### src/psg_pkg.sv
// ============================================================================
// psg_pkg
// Types, widths and register map of the three-channel sound generator.
// ============================================================================
package psg_pkg;

    localparam int NUM_REGS    = 16;
    localparam int NUM_CH      = 3;
    localparam int TONE_W      = 12;
    localparam int NOISE_W     = 5;
    localparam int LFSR_W      = 17;
    localparam int ENV_PER_W   = 16;
    localparam int LEVEL_W     = 4;

    localparam logic [3:0] REG_TONE_A_LO = 4'd0;
    localparam logic [3:0] REG_NOISE     = 4'd6;
    localparam logic [3:0] REG_MIXER     = 4'd7;
    localparam logic [3:0] REG_VOL_A     = 4'd8;
    localparam logic [3:0] REG_ENV_LO    = 4'd11;
    localparam logic [3:0] REG_ENV_HI    = 4'd12;
    localparam logic [3:0] REG_ENV_SHAPE = 4'd13;

    localparam logic [7:0] MIXER_RESET   = 8'hFF;

    localparam logic [1:0] ENV_STOP = 2'd0;
    localparam logic [1:0] ENV_UP   = 2'd1;
    localparam logic [1:0] ENV_DOWN = 2'd2;

    typedef struct packed {
        logic       action;
        logic [3:0] reg_addr;
        logic [7:0] reg_data;
    } psg_in_t;

    typedef struct packed {
        logic [LEVEL_W-1:0] level_a;
        logic [LEVEL_W-1:0] level_b;
        logic [LEVEL_W-1:0] level_c;
    } psg_out_t;

    typedef struct packed {
        logic       tick;
        logic       restart;
        logic [3:0] shape;
    } psg_env_ctl_t;

    function automatic logic [7:0] reg_mask(input logic [3:0] addr);
        logic [7:0] m;
        case (addr)
            4'd1, 4'd3, 4'd5, 4'd13: m = 8'h0F;
            4'd6, 4'd8, 4'd9, 4'd10: m = 8'h1F;
            default:                 m = 8'hFF;
        endcase
        return m;
    endfunction

endpackage

### src/psg_tone.sv
// ============================================================================
// psg_tone
// One square-wave channel: period counter with reload and output toggle.
// ============================================================================
module psg_tone
    import psg_pkg::*;
(
    input  logic              aclk,
    input  logic              aresetn,
    input  logic              tick,
    input  logic [TONE_W-1:0] reload,
    output logic              bit_next
);

    logic [TONE_W-1:0] count_reg, count_next;
    logic [TONE_W-1:0] period_reg, period_next;
    logic              bit_reg;
    logic [TONE_W:0]   count_inc;
    logic              fire;

    assign count_inc = {1'b0, count_reg} + {{TONE_W{1'b0}}, 1'b1};
    assign fire      = count_inc >= {1'b0, period_reg};

    always_comb begin
        count_next  = count_reg;
        period_next = period_reg;
        bit_next    = bit_reg;
        if (tick) begin
            if (fire) begin
                bit_next    = ~bit_reg;
                count_next  = '0;
                period_next = (reload == '0) ? TONE_W'(1) : reload;
            end else begin
                count_next = count_inc[TONE_W-1:0];
            end
        end
    end

    always_ff @(posedge aclk) begin
        if (!aresetn) begin
            count_reg  <= '0;
            period_reg <= '1;
            bit_reg    <= 1'b0;
        end else begin
            count_reg  <= count_next;
            period_reg <= period_next;
            bit_reg    <= bit_next;
        end
    end

endmodule

### src/psg_noise.sv
// ============================================================================
// psg_noise
// Noise period counter clocking a 17-bit LFSR (feedback bit0 xor bit2).
// ============================================================================
module psg_noise
    import psg_pkg::*;
(
    input  logic               aclk,
    input  logic               aresetn,
    input  logic               tick,
    input  logic [NOISE_W-1:0] reload,
    output logic               noise_next
);

    logic [NOISE_W-1:0] count_reg, count_next;
    logic [NOISE_W-1:0] period_reg, period_next;
    logic [LFSR_W-1:0]  shift_reg, shift_next;
    logic [NOISE_W:0]   count_inc;
    logic               fire;

    assign count_inc  = {1'b0, count_reg} + {{NOISE_W{1'b0}}, 1'b1};
    assign fire       = count_inc >= {1'b0, period_reg};
    assign noise_next = shift_next[0];

    always_comb begin
        count_next  = count_reg;
        period_next = period_reg;
        shift_next  = shift_reg;
        if (tick) begin
            if (fire) begin
                shift_next  = {shift_reg[0] ^ shift_reg[2], shift_reg[LFSR_W-1:1]};
                count_next  = '0;
                period_next = (reload == '0) ? NOISE_W'(1) : reload;
            end else begin
                count_next = count_inc[NOISE_W-1:0];
            end
        end
    end

    always_ff @(posedge aclk) begin
        if (!aresetn) begin
            count_reg  <= '0;
            period_reg <= '1;
            shift_reg  <= '1;
        end else begin
            count_reg  <= count_next;
            period_reg <= period_next;
            shift_reg  <= shift_next;
        end
    end

endmodule

### src/psg_env.sv
// ============================================================================
// psg_env
// Envelope generator: period counter, level ramp and shape control.
// ============================================================================
module psg_env
    import psg_pkg::*;
(
    input  logic                 aclk,
    input  logic                 aresetn,
    input  psg_env_ctl_t         ctl,
    input  logic [ENV_PER_W-1:0] reload,
    output logic [LEVEL_W-1:0]   level_next
);

    logic [ENV_PER_W-1:0] count_reg, count_next;
    logic [ENV_PER_W-1:0] period_reg, period_next;
    logic [LEVEL_W-1:0]   level_reg;
    logic [1:0]           dir_reg, dir_next;
    logic                 hold_reg, hold_next;
    logic                 alt_reg, alt_next;
    logic [ENV_PER_W:0]   count_inc;
    logic                 fire;
    logic [ENV_PER_W-1:0] period_load;
    logic [3:0]           shape;
    logic                 ramp_end;
    logic [LEVEL_W-1:0]   wrap;

    assign count_inc   = {1'b0, count_reg} + {{ENV_PER_W{1'b0}}, 1'b1};
    assign fire        = count_inc >= {1'b0, period_reg};
    assign period_load = (reload == '0) ? ENV_PER_W'(1) : reload;

    always_comb begin
        count_next  = count_reg;
        period_next = period_reg;
        level_next  = level_reg;
        dir_next    = dir_reg;
        hold_next   = hold_reg;
        alt_next    = alt_reg;
        shape       = ctl.shape;
        ramp_end    = 1'b0;
        wrap        = '0;
        if (!ctl.shape[3]) begin
            shape = ctl.shape[2] ? 4'hF : 4'h9;
        end
        if (ctl.restart) begin
            level_next  = shape[2] ? '0 : '1;
            dir_next    = shape[2] ? ENV_UP : ENV_DOWN;
            hold_next   = shape[0];
            alt_next    = shape[1];
            period_next = period_load;
            count_next  = '0;
        end else if (ctl.tick) begin
            if (fire) begin
                count_next  = '0;
                period_next = period_load;
                if (dir_reg == ENV_UP) begin
                    if (level_reg == '1) begin
                        ramp_end = 1'b1;
                        wrap     = '0;
                    end else begin
                        level_next = level_reg + LEVEL_W'(1);
                    end
                end else if (dir_reg == ENV_DOWN) begin
                    if (level_reg == '0) begin
                        ramp_end = 1'b1;
                        wrap     = '1;
                    end else begin
                        level_next = level_reg - LEVEL_W'(1);
                    end
                end
                if (ramp_end) begin
                    if (hold_reg) begin
                        dir_next   = ENV_STOP;
                        level_next = alt_reg ? wrap : ~wrap;
                    end else if (alt_reg) begin
                        level_next = ~wrap;
                        dir_next   = (dir_reg == ENV_UP) ? ENV_DOWN : ENV_UP;
                    end else begin
                        level_next = wrap;
                    end
                end
            end else begin
                count_next = count_inc[ENV_PER_W-1:0];
            end
        end
    end

    always_ff @(posedge aclk) begin
        if (!aresetn) begin
            count_reg  <= '0;
            period_reg <= '1;
            level_reg  <= '0;
            dir_reg    <= ENV_STOP;
            hold_reg   <= 1'b0;
            alt_reg    <= 1'b0;
        end else begin
            count_reg  <= count_next;
            period_reg <= period_next;
            level_reg  <= level_next;
            dir_reg    <= dir_next;
            hold_reg   <= hold_next;
            alt_reg    <= alt_next;
        end
    end

endmodule

### src/psg_tone_noise_envelope_core.sv
// ============================================================================
// psg_tone_noise_envelope_core
// Three-channel tone, noise and envelope sound generator, register level.
// ============================================================================
// Input channel (s_valid/s_ready/s_payload): each transfer is either a write
// to one of the 16 chip registers (action = 0) or one prescaled clock tick
// (action = 1). Output channel (m_valid/m_ready/m_payload): exactly one
// transfer per input transfer, carrying the gated 4-bit level of channels
// A, B and C after that item has been applied.
// Path: an accepted item is held in the input register, then the state
// update and the mixer run in one combinational pass into the result
// register, once that register is free or is being emptied.
// Throughput: one item per cycle while m_ready is high.
// Stall: while m_ready is low the result register holds and the input
// register can still take one more transfer; s_ready drops only when both
// are full.
// Reset (aresetn low, synchronous): mixer register all ones, other registers
// zero, tone periods 4095, noise period 31, LFSR all ones, envelope period
// 65535 and stopped, both stages empty.
// ============================================================================
module psg_tone_noise_envelope_core
    import psg_pkg::*;
(
    input  logic     aclk,
    input  logic     aresetn,
    input  logic     s_valid,
    output logic     s_ready,
    input  psg_in_t  s_payload,
    output logic     m_valid,
    input  logic     m_ready,
    output psg_out_t m_payload
);

    logic         in_valid_reg, in_valid_next;
    psg_in_t      in_item_reg;
    logic         out_valid_reg, out_valid_next;
    psg_out_t     out_item_reg;
    logic [7:0]   regs_reg  [NUM_REGS];
    logic [7:0]   regs_next [NUM_REGS];
    logic         advance;
    logic         is_tick;
    logic         is_write;
    logic [NUM_CH-1:0]  tone_bit;
    logic               noise_bit;
    logic [LEVEL_W-1:0] env_level;
    logic [LEVEL_W-1:0] level [NUM_CH];
    psg_env_ctl_t       env_ctl;

    assign advance  = in_valid_reg && (!out_valid_reg || m_ready);
    assign s_ready  = !in_valid_reg || !out_valid_reg || m_ready;
    assign is_tick  = advance && in_item_reg.action;
    assign is_write = advance && !in_item_reg.action;

    assign in_valid_next  = (s_valid && s_ready) ? 1'b1 : (advance ? 1'b0 : in_valid_reg);
    assign out_valid_next = advance ? 1'b1 : (m_ready ? 1'b0 : out_valid_reg);

    always_comb begin
        for (int r = 0; r < NUM_REGS; r++) begin
            regs_next[r] = regs_reg[r];
            if (is_write && in_item_reg.reg_addr == 4'(r)) begin
                regs_next[r] = in_item_reg.reg_data & reg_mask(4'(r));
            end
        end
    end

    for (genvar ch = 0; ch < NUM_CH; ch++) begin : g_tone
        psg_tone u_tone (
            .aclk     (aclk),
            .aresetn  (aresetn),
            .tick     (is_tick),
            .reload   ({regs_reg[2*ch+1][3:0], regs_reg[2*ch]}),
            .bit_next (tone_bit[ch])
        );
    end

    psg_noise u_noise (
        .aclk       (aclk),
        .aresetn    (aresetn),
        .tick       (is_tick),
        .reload     (regs_reg[REG_NOISE][NOISE_W-1:0]),
        .noise_next (noise_bit)
    );

    assign env_ctl.tick    = is_tick;
    assign env_ctl.restart = is_write && (in_item_reg.reg_addr == REG_ENV_SHAPE);
    assign env_ctl.shape   = in_item_reg.reg_data[3:0];

    psg_env u_env (
        .aclk       (aclk),
        .aresetn    (aresetn),
        .ctl        (env_ctl),
        .reload     ({regs_reg[REG_ENV_HI], regs_reg[REG_ENV_LO]}),
        .level_next (env_level)
    );

    always_comb begin
        for (int ch = 0; ch < NUM_CH; ch++) begin
            if ((!regs_next[REG_MIXER][ch] && !tone_bit[ch]) ||
                (!regs_next[REG_MIXER][3+ch] && !noise_bit)) begin
                level[ch] = '0;
            end else if (regs_next[REG_VOL_A + 4'(ch)][4]) begin
                level[ch] = env_level;
            end else begin
                level[ch] = regs_next[REG_VOL_A + 4'(ch)][LEVEL_W-1:0];
            end
        end
    end

    always_ff @(posedge aclk) begin
        if (!aresetn) begin
            in_valid_reg  <= 1'b0;
            out_valid_reg <= 1'b0;
            for (int r = 0; r < NUM_REGS; r++) begin
                regs_reg[r] <= (4'(r) == REG_MIXER) ? MIXER_RESET : 8'h00;
            end
        end else begin
            in_valid_reg  <= in_valid_next;
            out_valid_reg <= out_valid_next;
            for (int r = 0; r < NUM_REGS; r++) begin
                regs_reg[r] <= regs_next[r];
            end
        end
    end

    always_ff @(posedge aclk) begin
        if (s_valid && s_ready) begin
            in_item_reg <= s_payload;
        end
        if (advance) begin
            out_item_reg.level_a <= level[0];
            out_item_reg.level_b <= level[1];
            out_item_reg.level_c <= level[2];
        end
    end

    assign m_valid   = out_valid_reg;
    assign m_payload = out_item_reg;

endmodule

### config.mk
export PLATFORM = sky130hd
export DESIGN_NAME = psg_tone_noise_envelope_core
export DESIGN_NICKNAME = d
export VERILOG_FILES = /design/src/psg_pkg.sv /design/src/psg_tone.sv /design/src/psg_noise.sv /design/src/psg_env.sv /design/src/psg_tone_noise_envelope_core.sv
export SDC_FILE = /design/constraint.sdc
export NUM_CORES = 1
export LEC_CHECK = 0
export ABC_AREA = 1
export BUFFER_PORTS_ARGS = -buffer_cell sky130_fd_sc_hd__buf_2
export CORE_UTILIZATION = 52
export DETAILED_ROUTE_END_ITERATION = 10
export GPL_TIMING_DRIVEN = 0
export PLACE_DENSITY_LB_ADDON = 0.08
export SYNTH_ARGS = -nofsm -noshare
export SYNTH_HDL_FRONTEND = slang
export SYNTH_SLANG_ARGS = --single-unit
### constraint.sdc
create_clock -name aclk -period 6.63 [get_ports aclk]
set_clock_uncertainty 0.2 [all_clocks]
set_input_delay 0.3315 -clock aclk [delete_from_list [all_inputs] [get_ports aclk]]
set_output_delay 0.3315 -clock aclk [all_outputs]
set_load 0.02 [all_outputs]
==> results of run 1 <==
## worst max path at each step
stage,depth (start not counted),to,slack [ps],startpoint
global route,25,m_payload[4],2530,u_env.count_reg[0]
floorplan,23,m_payload[10],3550,u_env.count_reg[0]
CTS,22,m_payload[7],2910,g_tone[1].u_tone.count_reg[0]
detailed placement,22,m_payload[4],2930,g_tone[1].u_tone.count_reg[0]
finish,22,m_payload[7],2920,g_tone[1].u_tone.count_reg[0]
global placement,22,m_payload[6],2970,g_tone[1].u_tone.count_reg[0]
## power by group
group          leakage (nW)  switching (mW)  total, mW  internal [mW]
combinational          3.73          0.0928      0.128         0.0354
clock                 0.432           0.630       1.51          0.876
sequential             2.04          0.0125       1.54           1.52
total                  6.20           0.735       3.17           2.44
## layer usage
layer / share of wire, % / vias to the layer above / track usage [%]
met3: 4.5 / 40 / 3.40
li1: - / 5238 / -
met5: 0 / - / 0
met2: 45 / 197 / 39.9
met1: 48 / 4634 / 34.1
met4: 1.8 / 0 / 6.05
## layout by cell type, fill, tap and decap left out, types with 3 or more instances in the layout
| cell type | netlist | routed |
|---|---|---|
| a211oi_1 | 5 | 5 |
| clkinv_2 | 0 | 7 |
| nor2_2 | 6 | 6 |
| nor2_1 | 110 | 110 |
| nand2_1 | 333 | 333 |
| a21oi_1 | 145 | 145 |
| o21ai_2 | 7 | 7 |
| nor3_1 | 19 | 19 |
| edfxtp_1 | 25 | 25 |
| xnor2_1 | 13 | 13 |
| clkinvlp_4 | 0 | 5 |
| xor2_1 | 30 | 30 |
| or2_1 | 4 | 4 |
| dfxtp_1 | 222 | 222 |
| nand2_2 | 6 | 6 |
| clkbuf_16 | 0 | 28 |
| a21oi_2 | 8 | 8 |
| nand3_1 | 57 | 57 |
| clkbuf_1 | 41 | 44 |
| o21ai_1 | 13 | 13 |
| nor4_4 | 3 | 3 |
| nand4_1 | 22 | 22 |
| ha_1 | 64 | 64 |
| buf_4 | 3 | 3 |
| o211ai_1 | 43 | 43 |
| nor4_1 | 11 | 11 |
| nor2_4 | 5 | 5 |
| inv_2 | 15 | 15 |
| buf_2 | 10 | 39 |
| o21ai_0 | 90 | 90 |
| a31oi_1 | 5 | 5 |
| nand3b_1 | 3 | 3 |
| inv_1 | 192 | 192 |
| dlygate4sd3_1 | 0 | 16 |
## cell usage after synthesis (2+ instances only)
master      n  area, µm²
a21oi_2     8       70.1
dfxtp_1   222       4440
nor4_1     11       68.8
mux2i_1     2       20.0
nand2_2     6       37.5
inv_2      15       56.3
nand2_1   333       1250
o21ai_0    90        450
xor2_1     30        263
a21oi_1   145        726
ha_1       64        801
nor4_4      3       63.8
or2_1       4       25.0
nand3_1    57        285
nand3b_1    3       22.5
o21bai_1    2       15.0
nand4_1    22        138
nor2_2      6       37.5
o21ai_2     7       61.3
xnor2_1    13        114
a311oi_1    2       17.5
o21ai_1    13       65.1
buf_4       3       22.5
clkbuf_1   41        154
a31oi_1     5       31.3
nor2_1    110        413
edfxtp_1   25        751
inv_1     192        721
o211ai_1   43        323
a41oi_1     2       17.5
and3_1      2       12.5
a211oi_1    5       37.5
o31ai_1     2       15.0
nor3_1     19       95.1
nand3_2     2       20.0
buf_2      10       50.1
nor2_4      5       56.3
## cells by family (layout without fill, tap and decap cells)
group,count (synthesis),after routing,synth area share (%)
AND/OR/NAND/NOR,589,589,21.8
buffers and inverters,265,360,8.80
flip-flops,247,247,43.6
adder cells (fa/ha/maj),64,64,6.72
multiplexers,2,2,0.168
AO/OA/AOI/OAI,330,330,15.8
XOR/XNOR,43,43,3.16
## layout make-up
type / count / area (µm²) / area share (%)
clock inverters: 17 / 156 / 1.16
inverters: 209 / 792 / 5.87
repair buffers: 45 / 305 / 2.26
plain buffers: 56 / 258 / 1.91
clock buffers: 33 / 739 / 5.48
multi-input cells: 1028 / 5680 / 42.1
well taps: 285 / 357 / 2.65
flip-flops and latches: 247 / 5190 / 38.5
## what timing repair did
| action | in CTS | in global routing |
|---|---|---|
| hold buffers | 16 | 0 |
| gates resized for setup | 0 | 0 |
| endpoints found under the hold margin | 15 | 0 |
## metrics by stage
step                      hold slack (ps)  worst slack (ps)  area, µm²
final                                 237              2920      13500
after global routing                  273              2530      13500
after CTS                             231              2910      13500
after detailed placement              240              2930      12400
after global placement                238              2970      12400
after floorplan                       223              3550      11900
## critical path, stage by stage (launching register included)
cell and delay (ps):
dfxtp_1 430, ha_1 210, nand2_1 60, nor2_1 170, nand2_1 90, nor2_2 130, nand3_1 140, xor2_1 150
inv_1 70, ha_1 290, inv_1 50, nor3_1 270, o21ai_0 150, nand3_1 90, nand2_1 60, nand3_2 150
nand2_2 110, nand2_1 110, nand3_1 150, nand2_1 210, nor2_1 60, nand2_1 70, inv_1 40
==> run_results.csv, run 1 <==
group,metric,value,unit
status,status,"finished, final reports clean",
detailed_routing,post_drt_via_cell_ratio,5.27,
finish,post-route-util,59.7,%
finish,drive_above_1_share,9.17,%
critical_path,worstSetupStartpointType,"flip-flop",
finish,n_antenna_cell,0,
logic_synthesis,synth.distinct_cells,53,
detailed_routing,wl,28500,µm
cts,cts_root_buf,"clkbuf_16",
global_route,grt_pass1_vias,9376,
sta,setup_tns,0,ps
sta,finalMaxSlewViolations,0,
sta,fin_crit,3710,ps
critical_path,cp_max_fo,5,
logic_synthesis,synth_flop_cell,"dfxtp_1",
cts,post_cts_buffers,0,
finish,area_growth,13.1,%
cts,clock_latency,530,ps
critical_path,r2r-start,"g_tone[1].u_tone.count_reg[0]",
sta,setup_violations,0,
detailed_routing,drtIter0Drc,627,
cts,cts_buffers,27,
critical_path,crit_required,6720,ps
critical_path,rrSetupSlack,2920,ps
die,core,22600,µm²
finish,largest_reg_flops,78,
hold_path,worstHoldPathCells,3,
placement,place_congestion,0.838,
sta,fin_crit_sh,56.0,%
power_and_ir_drop,fin_total_pwr,3.17,mW
placement,portBuffers,29,
placement,dp_hpwl,20400,µm
sta,tightest_slew,1260,ps
finish,nNetsFinal,1695,
detailed_routing,ant_nets,0,
logic_synthesis,syn_inst,1540,
cts,cts.reportedPaths.clkPinSlew,60,ps
placement,numPlacedInstances,1854,
global_route,track_usage,24.5,%
critical_path,r2r_end,"m_payload[7]",
sta,fmax,270,MHz
hold_path,min_from,"aresetn",
detailed_routing,drc,0,
finish,fill_cells,2063,
logic_synthesis,ys_async_sr_fraction,0,%
sta,hold_viol_final,0,
logic_synthesis,synthesis.area,11900,µm²
cts,cts_tree,"built",
global_route,antenna_found_initial,0,
die,die-height,153,µm
logic_synthesis,synth_warnings,0,
critical_path,ff2ff_path_depth,22,
cts,clockBufferDepth,3,
global_route,grt_overflow,0,
flow_run,cap_violations,0,
critical_path,worst_ep_arrival_time,3800,ps
die,die-area,23500,µm²
global_route,grt_max_degree,15,
die,ioPinCount,31,
critical_path,worst_setup_path_end_kind,"flip-flop",
sta,rsz0062_at_grt,"false",
detailed_routing,via_count,10100,
sta,max_slew_margin,15.5,%
die,start_util,52.8,%
detailed_routing,post_drt_wl_per_cell,14.9,µm
hold_path,hold_path_end,"u_env.count_reg[2]",
critical_path,criticalPathCategory,"flip-flop to flip-flop",
detailed_routing,dr.pass1.iters,5,
power_and_ir_drop,p_leak,6.20,nW
cts,cts_htree_levels,1,
hold_path,min_path_type,"input pin to flip-flop",
cts,clock-sinks,247,
logic_synthesis,synth_edf_count,25,
logic_synthesis,syn-mean-instance-area,7.74,µm²
logic_synthesis,syn-num-nets,1621,
power_and_ir_drop,irDropWorstVdd,0.213,mV
global_route,grt_first_pass_wirelength,46900,µm
die,rows,55,
logic_synthesis,ys_seq_area_share,43.6,%
logic_synthesis,synth-seq-cells,247,
power_and_ir_drop,power_density,235,nW/µm²
die,die_w,153,µm
finish,finalNonFillerCells,1920,
(Power assumes the default switching activity.)
==> run 2: changes to the inputs <==
clock period = 3.05 ns   (was 6.63 ns; I/O delays follow)
==> run_results.csv, run 2 (synthesized netlist as in run 1, its figures left out) <==
group,metric,value,unit
cts,cts_htree_levels,1,
critical_path,worst_ep_arrival_time,3740,ps
global_route,grt_max_degree,15,
critical_path,crit_start,"u_env.count_reg[0]",
finish,seq_area,5240,µm²
placement,place_congestion,0.856,
power_and_ir_drop,cell_internal_pwr,5.36,mW
hold_path,min_from,"aresetn",
finish,n_antenna_cell,0,
global_route,grt_overflow,0,
cts,cts_tree,"built",
sta,setup_violations,100,
finish,drive_above_1_share,24.5,%
sta,fin_crit,3490,ps
critical_path,criticalPathCategory,"flip-flop to flip-flop",
flow_run,cap_violations,0,
critical_path,r2r_end,"u_env.period_reg[7]",
finish,multi_input_area,6630,µm²
cts,cts_buffers,27,
sta,rsz0062_at_grt,"true",
status,status,"finished with violations",
power_and_ir_drop,power_density,460,nW/µm²
power_and_ir_drop,p_comb_share,4.6,%
detailed_routing,wl,31200,µm
global_route,gr-usage-met3,2.78,%
critical_path,crit_cells,23,
die,rows,55,
global_route,track_usage,25.4,%
sta,tightest_slew,1210,ps
status,violations,"negative setup slack",
detailed_routing,dr.pass1.iters,5,
sta,fin_crit_sh,114,%
sta,hold_viol_final,0,
sta,max_slew_margin,18.8,%
global_route,grt_pass1_vias,9741,
critical_path,crit_required,3290,ps
detailed_routing,via_count,10600,
power_and_ir_drop,p_seq_share,47.8,%
critical_path,crit_family,"simple AND/OR/NAND/NOR gates",
finish,final_common_cell,"nand2_1",
global_route,busiest_layer,"met2",
detailed_routing,post_drt_via_cell_ratio,5.34,
global_route,antenna_found_initial,0,
global_route,met1_usage,34.2,%
critical_path,crit_buf_inv,6,
cts,clock-sinks,247,
die,die_w,153,µm
placement,post-place-ws,-675,ps
critical_path,ff2ff_path_depth,23,
die,start_util,52.8,%
cts,cts_root_buf,"clkbuf_16",
die,ioPinCount,31,
global_route,use_met2,43.3,%
finish,post-route-util,67.2,%
finish,nNetsFinal,1757,
cts,clock_latency,550,ps
detailed_routing,ant_nets,0,
placement,dp_hpwl,20500,µm
finish,fill_cells,1870,
critical_path,slowest_stage,"dfxtp_4",
critical_path,slowest_delay,370,ps
power_and_ir_drop,irDropWorstVdd,0.487,mV
hold_path,hold_path_end,"regs_reg[0][18]",
power_and_ir_drop,p_switching,1.62,mW
cts,cts.reportedPaths.clkPinSlew,70,ps
global_route,grt_first_pass_wirelength,48700,µm
finish,largest_reg_flops,78,
die,core,22600,µm²
finish,area_growth,27.2,%
power_and_ir_drop,clkPwrFrac,47.6,%
critical_path,crit_path_cell_trace,"and3_4, nand4_1, nor2_1, inv_1, nor2_1, inv_1, nor2_2, nand2_1, nor2_2, xor2_2, ha_1, buf_4, nand4_1, nor4_1, nand2_1, nand3_4, nand2_4, buf_12, nand2_8, inv_8, buf_12, a21oi_2, o21ai_2",
cts,clockBufferDepth,3,
power_and_ir_drop,p_sw_share,23.3,%
sta,setup_tns,-17410,ps
hold_path,min_path_type,"input pin to flip-flop",
sta,fmax,286,MHz
critical_path,worstSetupStartpointType,"flip-flop",
die,die-height,153,µm
power_and_ir_drop,fin_total_pwr,6.98,mW
sta,postLayoutSetupSlackWorst,-441,ps
die,die-area,23500,µm²
detailed_routing,drc,0,
critical_path,rrSetupSlack,-440,ps
detailed_routing,post_drt_wl_per_cell,15.7,µm
placement,portBuffers,29,
hold_path,worstHoldPathCells,4,
sta,finalMaxSlewViolations,0,
finish,layout_common_cells,"nand2_1, dfxtp_1, inv_1, a21oi_1, nor2_1",
critical_path,cp_max_fo,10,
critical_path,worst_setup_path_end_kind,"flip-flop",
power_and_ir_drop,p_leak,6.93,nW
critical_path,r2r-start,"u_env.count_reg[0]",
detailed_routing,drtIter0Drc,627,
[run 2: final cells by class]
class                   instances  area share [%]
multi-input cells            1028            43.7
plain buffers                  56            2.17
flip-flops and latches        247            34.5
inverters                     209            5.29
well taps                     285            2.35
clock buffers                  35            5.06
clock inverters                13           0.932
repair buffers                107            5.93
[run 2: stage by stage]
stage	cells	hold slack [ps]	area [µm²]
floorplan	1540	51.4	11900
global placement	1854	130	12400
detailed placement	1854	131	12400
CTS	1955	83.0	14200
global route	1980	102	15200
finish	1980	99.3	15200
[run 2: worst min-delay path, delay by kind of cell]
family | cells | cell delay [ps]
AO/OA/AOI/OAI | 2 | 160
buffers and inverters | 2 | 480
[run 2: routing by layer]
metal	vias to the layer above	part of all wire [%]
met1	4971	45
met4	0	2.5
met3	54	4.0
met2	207	48
li1	5341	-
met5	-	0
[run 2: repair_timing]
item | in CTS | in global routing
hold buffers | 16 | 0
setup endpoints to repair | 123 | 122
cloned | 4 | 3
hold endpoints to repair | 15 | 0
setup buffers | 33 | 26
pin swaps | 24 | 65
resized for setup | 121 | 187
[run 2: how the worst max path moves through the flow]
stage | to | slack [ps]
after floorplan | m_payload[4] | 20
after global placement | m_payload[6] | -660
after detailed placement | m_payload[6] | -670
after CTS | m_payload[10] | -300
after global routing | m_payload[5] | -630
final | u_env.period_reg[7] | -440
[run 2: power by group through the flow]
stage / Combinational [mW] / Clock, mW / Sequential, mW
after floorplan: 0.155 / 0 / 3.41
after global placement: 0.257 / 0 / 3.41
after detailed placement: 0.260 / 0 / 3.41
after CTS: 0.296 / 3.37 / 3.34
after global routing: 0.346 / 3.50 / 3.34
final: 0.319 / 3.32 / 3.34
==> run 3: changes to the inputs <==
CORE_UTILIZATION = 30   (was 52)
==> run_results.csv, run 3 (synthesized netlist as in run 1, its figures left out) <==
group,metric,value,unit
cts,cts_buffers,34,
detailed_routing,drtIter0Drc,456,
finish,layout_common_cells,"nand2_1, dfxtp_1, inv_1, a21oi_1, nor2_1",
placement,numPlacedInstances,2087,
cts,clock_latency,520,ps
detailed_routing,ant_nets,0,
detailed_routing,via_count,10300,
global_route,antenna_found_initial,1,
critical_path,worst_ep_arrival_time,3740,ps
global_route,grt_first_pass_wirelength,53900,µm
finish,post-route-util,40.2,%
critical_path,crit_start,"u_env.count_reg[0]",
critical_path,r2r-start,"u_env.count_reg[0]",
sta,rsz0062_at_grt,"true",
sta,postLayoutSetupSlackWorst,-487,ps
global_route,grt_max_degree,14,
finish,final_common_cell,"nand2_1",
finish,area_growth,31.1,%
sta,fin_crit_sh,116,%
finish,seq_area,5230,µm²
die,ioPinCount,31,
global_route,grt_overflow,0,
die,die-area,40500,µm²
critical_path,criticalPathCategory,"flip-flop to flip-flop",
sta,finalMaxSlewViolations,0,
hold_path,min_from,"aresetn",
sta,hold_viol_final,0,
finish,finalNonFillerCells,2226,
status,violations,"negative setup slack",
finish,drive_above_1_share,24.2,%
placement,portBuffers,29,
cts,cts_root_buf,"clkbuf_16",
status,status,"finished with violations",
sta,max_slew_margin,33.6,%
detailed_routing,post_drt_via_cell_ratio,4.64,
power_and_ir_drop,p_leak,7.02,nW
finish,largest_reg_flops,78,
sta,tightest_slew,995,ps
sta,setup_tns,-17470,ps
critical_path,cp_max_fo,6,
cts,clock-sinks,247,
die,core,38900,µm²
flow_run,cap_violations,0,
cts,cts_tree,"built",
cts,cts_htree_levels,2,
critical_path,worstSetupStartpointType,"flip-flop",
power_and_ir_drop,fin_total_pwr,7.80,mW
global_route,grt_pass1_vias,10100,
global_route,track_usage,16.6,%
hold_path,min_path_type,"input pin to flip-flop",
die,start_util,30.6,%
finish,fill_cells,4085,
cts,clockBufferDepth,3,
die,rows,72,
sta,setup_violations,88,
critical_path,crit_required,3250,ps
die,die-height,201,µm
finish,multi_input_area,6540,µm²
sta,fin_crit,3540,ps
sta,fmax,283,MHz
sta,hold_slack,112,ps
detailed_routing,drc,0,
detailed_routing,dr.pass1.iters,4,
detailed_routing,post_drt_wl_per_cell,15.3,µm
power_and_ir_drop,power_density,499,nW/µm²
detailed_routing,wl,34000,µm
power_and_ir_drop,irDropWorstVdd,0.408,mV
die,die_w,201,µm
finish,nNetsFinal,1764,
finish,n_antenna_cell,0,
placement,dp_hpwl,23900,µm
cts,cts.reportedPaths.clkPinSlew,50,ps
critical_path,worst_setup_path_end_kind,"flip-flop",
placement,place_congestion,0.806,
==> run 3: cell count changes in the layout (fill, tap and decap cells not counted), sizes merged <==
cell and delta:
inv +2, bufbuf -1, clkinvlp -3, buf -2, bufinv +1, clkbuf +20, clkinv -4
==> run 3: per-stage QoR <==
step | instance area [µm²] | setup slack (ps)
after floorplan | 11900 | 23.8
after global placement | 12700 | -679
after detailed placement | 12700 | -670
after CTS | 14900 | -363
after global routing | 15600 | -689
final | 15600 | -487
==> run 3: critical path: stages (launching register included) <==
cell	delay, ps
dfxtp_4	360
and3_4	180
nand4_1	110
nor2_1	130
inv_1	70
nor2_2	110
inv_2	60
nor2_4	120
nand2_2	90
nor2_4	130
xor2_2	100
ha_1	330
nand2_2	70
buf_6	120
nor2_4	90
nand4_1	180
nand3_4	210
nand2_4	100
buf_12	160
nand2_8	90
clkinv_8	80
clkbuf_16	160
a21oi_4	110
o21ai_2	60
==> run 3: worst paths after layout <==
| path | cells past startpoint | slack, ps | endpoint |
|---|---|---|---|
| worst min-delay path | 4 | 110 | regs_reg[0][19] |
| worst max register to register | 23 | -490 | u_env.period_reg[6] |
| worst max-delay path | 23 | -490 | u_env.period_reg[6] |
| worst min register to register | 2 | 250 | u_noise.shift_reg[11] |
==> run 3: report_power, final <==
group          switching [mW]  internal [mW]  total [mW]
clock network            1.51           2.61        4.12
logic                   0.234         0.0987       0.332
registers              0.0296           3.31        3.34
==> run 3: what timing repair did <==
item                                    in CTS  in global routing
setup buffers                               36                 20
endpoints found under the setup margin     124                124
cloned                                       5                  2
endpoints found under the hold margin       15                  0
hold buffers                                16                  0
pin swaps                                   30                 47
gates resized for setup                    139                145
==> run 3: area by class of cell <==
cell class / instances / share of cell area (%)
Clock buffer: 53 / 6.67
Buffer: 55 / 1.98
Tap cell: 518 / 4.15
Multi-Input combinational cell: 1028 / 41.8
Timing Repair Buffer: 107 / 5.84
Timing Repair inverter: 1 / 0.0560
Inverter: 209 / 5.15
Sequential cell: 247 / 33.5
Clock inverter: 8 / 0.880
==> run 3: per-layer routing <==
metal	GRT usage (%)	vias to the layer above	part of all wire, %
li1	-	5360	-
met1	22.3	4830	48
met2	27.9	103	47
met3	2.58	38	3.2
met4	4.03	0	1.7
met5	0	-	0
